$ cat src/hw/rtl/esl_pkg.sv
`timescale 1ns / 1ps
// ----------------------------------------------------------------------------
// esl_pkg
// Shared sizes, constants and request codes for the event slot table.
// ----------------------------------------------------------------------------
package esl_pkg;

  // Table geometry
  localparam int SLOT_COUNT   = 32;
  localparam int IDX_W        = $clog2(SLOT_COUNT);
  localparam int CNT_W        = $clog2(SLOT_COUNT + 1);
  localparam int HANDLE_IDX_W = 16;

  // Slot RAM word: {class, handler}
  localparam int WORD_W = 32;
  localparam int RAM_W  = 2 * WORD_W;

  // Answer constants
  localparam logic [WORD_W-1:0] HANDLE_TAG     = 32'hF100_0000;
  localparam logic [WORD_W-1:0] FULL_ANSWER    = 32'hFFFF_FFFF;
  localparam logic [WORD_W-1:0] IMMEDIATE_MODE = 32'h0000_1000;
  localparam logic [WORD_W-1:0] ANSWER_ONE     = 32'h0000_0001;

  // Request codes
  typedef enum logic [2:0] {
    KIND_OPEN    = 3'd0,
    KIND_CLOSE   = 3'd1,
    KIND_TEST    = 3'd2,
    KIND_ENABLE  = 3'd3,
    KIND_DISABLE = 3'd4,
    KIND_DELIVER = 3'd5
  } kind_t;

endpackage

$ cat src/hw/rtl/esl_ram.sv
`timescale 1ns / 1ps
// ----------------------------------------------------------------------------
// esl_ram
// Generic single-write, single-read RAM with registered read data.
// ----------------------------------------------------------------------------
module esl_ram #(
  parameter int WIDTH = 64,
  parameter int DEPTH = 32
) (
  input  logic                     clk,
  input  logic                     wr_en,
  input  logic [$clog2(DEPTH)-1:0] wr_addr,
  input  logic [WIDTH-1:0]         wr_data,
  input  logic [$clog2(DEPTH)-1:0] rd_addr,
  output logic [WIDTH-1:0]         rd_data
);

  logic [WIDTH-1:0] mem [DEPTH];

  // Write port and registered read port
  always_ff @(posedge clk) begin
    if (wr_en) begin
      mem[wr_addr] <= wr_data;
    end
    rd_data <= mem[rd_addr];
  end

endmodule

$ cat src/hw/rtl/event_slot_table.sv
`timescale 1ns / 1ps
// ----------------------------------------------------------------------------
// event_slot_table
// Table of event slots: open, close, test, enable, disable and deliver requests.
// Deliver walks used slots through the slot RAM one per cycle unless stalled.
// ----------------------------------------------------------------------------
//  channel  | ports                                    | direction
//  ---------+------------------------------------------+----------
//  in_      | valid/ready, kind, class, spec, mode,    | input
//           | handler_address, handle                  |
//  out_     | valid/ready, return_value, is_callback,  | output
//           | callback_target, callback_argument, last |
//
//  Open/close/test/enable/disable: accept, then execute.
//  Deliver: accept, a scan that steps the single RAM read port through the
//  used slots one slot per cycle while no callback waits, then a final result.
//  Reset (rst_n low, synchronous) empties the table; no clearing pass.
//  The result register frees the input side: a result can wait while the
//  next request is taken, and a full result register stalls the sequencer.
// ----------------------------------------------------------------------------
module event_slot_table (
  input  logic        clk,
  input  logic        rst_n,
  input  logic        in_valid,
  output logic        in_ready,
  input  logic [2:0]  in_kind,
  input  logic [31:0] in_event_class,
  input  logic [31:0] in_event_spec,
  input  logic [31:0] in_event_mode,
  input  logic [31:0] in_handler_address,
  input  logic [31:0] in_event_handle,
  output logic        out_valid,
  input  logic        out_ready,
  output logic [31:0] out_return_value,
  output logic        out_is_callback,
  output logic [31:0] out_callback_target,
  output logic [31:0] out_callback_argument,
  output logic        out_last
);

  localparam int SC = esl_pkg::SLOT_COUNT;
  localparam int IW = esl_pkg::IDX_W;
  localparam int CW = esl_pkg::CNT_W;
  localparam int HW = esl_pkg::HANDLE_IDX_W;

  typedef enum logic [1:0] {
    ST_IDLE,
    ST_EXEC,
    ST_SCAN,
    ST_FIN
  } state_t;

  // Control state
  state_t        state_r, state_nxt;
  logic [CW-1:0] count_r, count_nxt;
  logic [CW-1:0] chk_idx_r, chk_idx_nxt;
  logic          out_valid_r, out_valid_nxt;

  // Request and payload registers
  logic [2:0]  kind_r, kind_nxt;
  logic [31:0] class_r, class_nxt;
  logic [31:0] spec_r, spec_nxt;
  logic [31:0] mode_r, mode_nxt;
  logic [31:0] handler_r, handler_nxt;
  logic [31:0] handle_r, handle_nxt;
  logic [31:0] out_rv_r, out_rv_nxt;
  logic        out_cb_r, out_cb_nxt;
  logic [31:0] out_tgt_r, out_tgt_nxt;
  logic [31:0] out_arg_r, out_arg_nxt;
  logic        out_last_r, out_last_nxt;

  // Slot flags
  logic [SC-1:0] imm_r, imm_nxt;
  logic [SC-1:0] open_r, open_nxt;
  logic [SC-1:0] en_r, en_nxt;
  logic [SC-1:0] done_r, done_nxt;

  // Slot RAM
  logic                        ram_wr_en;
  logic [IW-1:0]               ram_wr_addr;
  logic [esl_pkg::RAM_W-1:0]   ram_wr_data;
  logic [IW-1:0]               ram_rd_addr;
  logic [esl_pkg::RAM_W-1:0]   ram_rd_data;

  esl_ram #(
    .WIDTH(esl_pkg::RAM_W),
    .DEPTH(SC)
  ) u_slot_ram (
    .clk    (clk),
    .wr_en  (ram_wr_en),
    .wr_addr(ram_wr_addr),
    .wr_data(ram_wr_data),
    .rd_addr(ram_rd_addr),
    .rd_data(ram_rd_data)
  );

  // Handle decode
  logic [HW-1:0] h_idx;
  logic          h_valid;
  logic [IW-1:0] h_slot;
  assign h_idx   = handle_r[HW-1:0];
  assign h_valid = h_idx < HW'(count_r);
  assign h_slot  = h_idx[IW-1:0];

  // Scan compare on the slot under check
  logic [IW-1:0] c_slot;
  logic [31:0]   rd_class, rd_handler;
  logic [CW-1:0] chk_inc;
  logic          scan_end, match, cb_hit, out_free;
  assign c_slot     = chk_idx_r[IW-1:0];
  assign rd_class   = ram_rd_data[esl_pkg::RAM_W-1:esl_pkg::WORD_W];
  assign rd_handler = ram_rd_data[esl_pkg::WORD_W-1:0];
  assign chk_inc    = chk_idx_r + CW'(1);
  assign scan_end   = chk_idx_r == count_r;
  assign match      = open_r[c_slot] & en_r[c_slot] & (rd_class == class_r);
  assign cb_hit     = match & imm_r[c_slot] & (rd_handler != '0);
  assign out_free   = !out_valid_r || out_ready;

  assign in_ready = state_r == ST_IDLE;

  // Sequencer
  always_comb begin
    state_nxt     = state_r;
    count_nxt     = count_r;
    chk_idx_nxt   = chk_idx_r;
    out_valid_nxt = out_valid_r && !out_ready;
    kind_nxt      = kind_r;
    class_nxt     = class_r;
    spec_nxt      = spec_r;
    mode_nxt      = mode_r;
    handler_nxt   = handler_r;
    handle_nxt    = handle_r;
    out_rv_nxt    = out_rv_r;
    out_cb_nxt    = out_cb_r;
    out_tgt_nxt   = out_tgt_r;
    out_arg_nxt   = out_arg_r;
    out_last_nxt  = out_last_r;
    imm_nxt       = imm_r;
    open_nxt      = open_r;
    en_nxt        = en_r;
    done_nxt      = done_r;
    ram_wr_en     = 1'b0;
    ram_wr_addr   = count_r[IW-1:0];
    ram_wr_data   = {class_r, handler_r};
    ram_rd_addr   = '0;

    case (state_r)
      ST_IDLE: begin
        if (in_valid) begin
          kind_nxt    = in_kind;
          class_nxt   = in_event_class;
          spec_nxt    = in_event_spec;
          mode_nxt    = in_event_mode;
          handler_nxt = in_handler_address;
          handle_nxt  = in_event_handle;
          chk_idx_nxt = '0;
          if (in_kind == esl_pkg::KIND_DELIVER) begin
            state_nxt = ST_SCAN;
          end else begin
            state_nxt = ST_EXEC;
          end
        end
      end

      ST_EXEC: begin
        if (out_free) begin
          out_valid_nxt = 1'b1;
          out_cb_nxt    = 1'b0;
          out_tgt_nxt   = '0;
          out_arg_nxt   = '0;
          out_last_nxt  = 1'b1;
          out_rv_nxt    = '0;
          state_nxt     = ST_IDLE;
          case (esl_pkg::kind_t'(kind_r))
            esl_pkg::KIND_OPEN: begin
              if (count_r == CW'(SC)) begin
                out_rv_nxt = esl_pkg::FULL_ANSWER;
              end else begin
                ram_wr_en               = 1'b1;
                imm_nxt[count_r[IW-1:0]]  = mode_r == esl_pkg::IMMEDIATE_MODE;
                open_nxt[count_r[IW-1:0]] = 1'b1;
                en_nxt[count_r[IW-1:0]]   = 1'b0;
                done_nxt[count_r[IW-1:0]] = 1'b0;
                out_rv_nxt = esl_pkg::HANDLE_TAG | 32'(count_r);
                count_nxt  = count_r + CW'(1);
              end
            end
            esl_pkg::KIND_CLOSE: begin
              if (h_valid) open_nxt[h_slot] = 1'b0;
              out_rv_nxt = esl_pkg::ANSWER_ONE;
            end
            esl_pkg::KIND_TEST: begin
              if (h_valid && done_r[h_slot]) begin
                done_nxt[h_slot] = 1'b0;
                out_rv_nxt       = esl_pkg::ANSWER_ONE;
              end
            end
            esl_pkg::KIND_ENABLE: begin
              if (h_valid) en_nxt[h_slot] = 1'b1;
              out_rv_nxt = esl_pkg::ANSWER_ONE;
            end
            esl_pkg::KIND_DISABLE: begin
              if (h_valid) en_nxt[h_slot] = 1'b0;
              out_rv_nxt = esl_pkg::ANSWER_ONE;
            end
            default: begin
              out_rv_nxt = '0;
            end
          endcase
        end
      end

      ST_SCAN: begin
        // Hold the read address while a callback waits for the result register
        ram_rd_addr = c_slot;
        if (scan_end) begin
          state_nxt = ST_FIN;
        end else if (cb_hit) begin
          if (out_free) begin
            out_valid_nxt = 1'b1;
            out_rv_nxt    = '0;
            out_cb_nxt    = 1'b1;
            out_tgt_nxt   = rd_handler;
            out_arg_nxt   = spec_r;
            out_last_nxt  = 1'b0;
            chk_idx_nxt   = chk_inc;
            ram_rd_addr   = chk_inc[IW-1:0];
          end
        end else begin
          if (match) done_nxt[c_slot] = 1'b1;
          chk_idx_nxt = chk_inc;
          ram_rd_addr = chk_inc[IW-1:0];
        end
      end

      ST_FIN: begin
        if (out_free) begin
          out_valid_nxt = 1'b1;
          out_rv_nxt    = '0;
          out_cb_nxt    = 1'b0;
          out_tgt_nxt   = '0;
          out_arg_nxt   = '0;
          out_last_nxt  = 1'b1;
          state_nxt     = ST_IDLE;
        end
      end

      default: begin
        state_nxt = ST_IDLE;
      end
    endcase
  end

  // State, registered outputs and slot flags
  always_ff @(posedge clk) begin
    if (!rst_n) begin
      state_r     <= ST_IDLE;
      count_r     <= '0;
      chk_idx_r   <= '0;
      out_valid_r <= 1'b0;
    end else begin
      state_r     <= state_nxt;
      count_r     <= count_nxt;
      chk_idx_r   <= chk_idx_nxt;
      out_valid_r <= out_valid_nxt;
    end
    kind_r     <= kind_nxt;
    class_r    <= class_nxt;
    spec_r     <= spec_nxt;
    mode_r     <= mode_nxt;
    handler_r  <= handler_nxt;
    handle_r   <= handle_nxt;
    out_rv_r   <= out_rv_nxt;
    out_cb_r   <= out_cb_nxt;
    out_tgt_r  <= out_tgt_nxt;
    out_arg_r  <= out_arg_nxt;
    out_last_r <= out_last_nxt;
    imm_r      <= imm_nxt;
    open_r     <= open_nxt;
    en_r       <= en_nxt;
    done_r     <= done_nxt;
  end

  assign out_valid             = out_valid_r;
  assign out_return_value      = out_rv_r;
  assign out_is_callback       = out_cb_r;
  assign out_callback_target   = out_tgt_r;
  assign out_callback_argument = out_arg_r;
  assign out_last              = out_last_r;

endmodule

$ cat config.mk
export PLATFORM = sky130hd
export DESIGN_NAME = event_slot_table
export DESIGN_NICKNAME = d
export VERILOG_FILES = /design/src/hw/rtl/esl_pkg.sv /design/src/hw/rtl/esl_ram.sv /design/src/hw/rtl/event_slot_table.sv
export SDC_FILE = /design/constraint.sdc
export NUM_CORES = 2
export LEC_CHECK = 0
export BUFFER_PORTS_ARGS = -buffer_cell sky130_fd_sc_hd__buf_2
export CAP_MARGIN = 25
export CORE_MARGIN = 2
export CORE_UTILIZATION = 55
export CTS_CLUSTER_SIZE = 24
export DETAILED_ROUTE_END_ITERATION = 6
export PLACE_DENSITY_LB_ADDON = 0.25
export RECOVER_POWER = 25
export SLEW_MARGIN = 20
export SYNTH_ARGS = -nofsm -noshare
export SYNTH_HDL_FRONTEND = slang
export SYNTH_SLANG_ARGS = --single-unit
$ cat constraint.sdc
create_clock -name clk -period 12.52 [get_ports clk]
set_input_delay 3.756 -clock clk [delete_from_list [all_inputs] [get_ports clk]]
set_output_delay 3.756 -clock clk [all_outputs]
set_load 0.03 [all_outputs]
==> run metrics <==
core region area=around 180000 um2; syn avg cell area=roughly 17 um2; gr ovfl total=0; Die Footprint=around 180000 um2; post-synth top area share=roughly three quarters; Filler Cell Count=12500; worst slew pin tran=approximately 1600 ps; max cap viols=2; Pins Over Slew Limit=around 70; Syn. warnings=0; Synth Register Bits=roughly 2500; clk root buf=clkbuf_16; clock slew at reported path FFs=roughly 60 ps; antenna violations before repair=6; # H-tree levels=4; final period utilization=63.0%; Worst EP arrival=~8600 ps; Starting Density=a little under three fifths; violated checks=capacitance limit, slew limit; hpwl dp=approximately 140 mm; router iterations before antenna repair=6; CTS sink cnt=about 2500; Max Clk Rate=127 MHz; I/O pins=about 270; via count=between 50000 and 60000; sequential fraction of the synthesis area=between 70% and 80%; DRC Markers=0; status=finished with violations; vias in the first global route=between 50000 and 60000; Post-synth EDFFs=about 2400; gr usage total=29.2%; Final Power=roughly 17 mW; fin worst setup slack=around 4600 ps; Area growth syn-to-layout=12.1%; post-synthesis cell type count=87; final hold viol count=0; worst-skew pair later-pin latency=890 ps; Final Cell Area=~110000 um2; setup_tns=0 ps; Crit Path Category=in -> reg; Top FF cell, synth=edfxtp_1; Lkg Pwr=approximately 37 nW; share of cells above drive strength 1=about 15%; CP Launch Type=primary input; # port buffers=250; TritonCTS Buffers=235; die height=approximately 420 um; syn_nets=6007; Reg with most FFs=u_slot_ram.mem; initial DRC count=7469; post-placement cell count=about 8000; worst hold path type=reg -> reg; final net count=6245; Netlist Area Pre-Place=97400 um2; global-route wire length before repair=379 mm; synth top area cells=edfxtp_1, mux2i_1, mux4_2, nand2_1, dfxtp_1; Period minus WS final=~7900 ps; Max-slew headroom=-9.47%; Fin Clk Skew=~50 ps; final WL=approximately 270 mm; Critical Path Most Common Cell=buf_4; max reg flops=2048; vias per inst=~6.6; Placer Congestion=~0.9; worst hold slack=~500 ps; Post-DRT Antenna Nets=0; Largest regs=u_slot_ram.mem x2048, u_slot_ram.rd_data x64; routed len/inst=between 30 and 40 um; RSZ-0062 raised after global routing=no; area leader, netlist=edfxtp_1; critical path capture point type=flip-flop; hold buffers post-CTS=0; DP Worst Slack=3850 ps; crit-path max cell delay=just under 800 ps; largest net degree at the start of global routing=roughly 160; cells after synthesis=5822; Max VDD drop=0.126 mV; row cnt=~150; final setup fails=0; CTS tree=done; cts repair resizes=0; PwrDens=between 150 and 200 nW/um2; Max Root-Sink Buffers=3; dpl cell area=about 100000 um2; Setup Buffers After CTS=0; final non-filler cell total=between 8000 and 9000; Die Wd=between 400 and 500 um; worst path required time=between 10000 and 15000 ps; worst-path cell chain=buf_2 -> nand2b_1 -> nor3_1 -> and4b_4 -> o211ai_4 -> buf_4 -> nand2_8 -> buf_4 -> buf_4 -> mux4_2 -> a211o_1 -> o2bb2ai_1; critical path peak fanout=67; slowest CP cell=buf_4; FFs w/ async S/R, synth=0%; final core occ=between 60% and 70%
[area by class of cell]
type	count	area, um2	share of cell area [%]
Multi-Input combinational cell	2928	22300	20.4
Tap cell	2340	2930	2.68
Sequential cell	2476	73600	67.4
Clock buffer	316	6420	5.88
Timing Repair Buffer	404	2570	2.36
Inverter	15	56.3	0.0516
Antenna cell	3	7.51	0.00687
Clock inverter	127	1370	1.25
[metal layers]
layer  wire length (um)  vias up  global-route usage, %
met5                 49        -                      0
met1             101000    28900                   40.3
met4              11900        8                   12.6
met2             126000     3456                   46.1
li1                   -    23700                      -
met3              28400      626                   5.38
[worst paths after layout]
| path | from | end | slack, ps | depth (start not counted) |
|---|---|---|---|---|
| worst max register to register | class_r[29] | u_slot_ram.rd_data[7] | 4860 | 14 |
| worst min-delay path | spec_r[15] | out_callback_argument[15] | 510 | 1 |
| worst min register to register | spec_r[15] | out_callback_argument[15] | 510 | 1 |
| worst max-delay path | out_ready | u_slot_ram.rd_data[7] | 4630 | 12 |
[worst max-delay path, delay by kind of cell]
| family | cells | cell delay (ps) |
|---|---|---|
| buffers and inverters | 4 | 2020 |
| and+or+nand+nor | 4 | 1680 |
| muxes | 1 | 410 |
| AOI/OAI and AO/OA | 3 | 560 |
[synth_stat cells (6+ instances only)]
cell,n
edfxtp_1,2397
mux2i_1,638
nand2_1,429
a21oi_1,263
clkbuf_1,180
o22ai_1,169
o21ai_0,157
nor2_1,151
o221ai_1,117
buf_2,113
mux4_2,108
a211oi_1,80
dfxtp_1,79
and2_1,74
buf_4,72
and3_1,71
a31oi_1,64
nor3_1,57
nand3_1,50
o211ai_1,49
a211o_1,44
a22o_1,42
o2bb2ai_1,42
nor4_1,40
xor2_1,38
buf_1,32
a311oi_1,18
ha_1,18
nand4_1,16
nor2b_1,16
inv_1,13
mux2_2,13
a22oi_1,12
a21o_1,8
o32ai_1,8
a221oi_1,7
a31o_2,7
a32oi_1,7
nor3b_1,7
o31ai_1,7
or3_1,7
o21a_1,6
xnor2_1,6
[placed cells by master, fill, tap and decap left out, drive strengths merged, types with 12 or more instances in the layout]
| cell | n |
|---|---|
| a211oi | 81 |
| nand4 | 16 |
| xor2 | 38 |
| mux2 | 15 |
| a311oi | 19 |
| ha | 18 |
| nand3 | 50 |
| a21oi | 264 |
| clkbuf | 335 |
| nor2b | 16 |
| o221ai | 117 |
| edfxtp | 2397 |
| nor4 | 40 |
| a22oi | 12 |
| nor3 | 60 |
| o22ai | 169 |
| a211o | 44 |
| and2 | 74 |
| o211ai | 50 |
| a22o | 42 |
| clkinv | 90 |
| o21ai | 162 |
| bufinv | 26 |
| mux2i | 638 |
| mux4 | 108 |
| dfxtp | 79 |
| nand2 | 431 |
| nor2 | 153 |
| o2bb2ai | 42 |
| a31oi | 65 |
| and3 | 71 |
| buf | 385 |
| inv | 22 |
[kinds of logic (layout without fill, tap and decap cells)]
kind of cell    count (synthesis)  in the layout  share of synthesized area [%]
flops                        2476           2476                           75.5
other cells                     0              3                              0
simple gates                  951            951                           4.57
xor+xnor                       45             45                          0.412
buf+inv                       418            862                           2.06
mux                           761            761                           9.23
compound gates               1153           1153                           7.98
fa+ha+maj                      18             18                          0.231
[power by group]
group	switching, mW	total, mW	internal, mW
registers	0.143	9.42	9.28
clock network	3.05	7.17	4.12
logic	0.336	0.455	0.119
(Power assumes the default switching activity.)
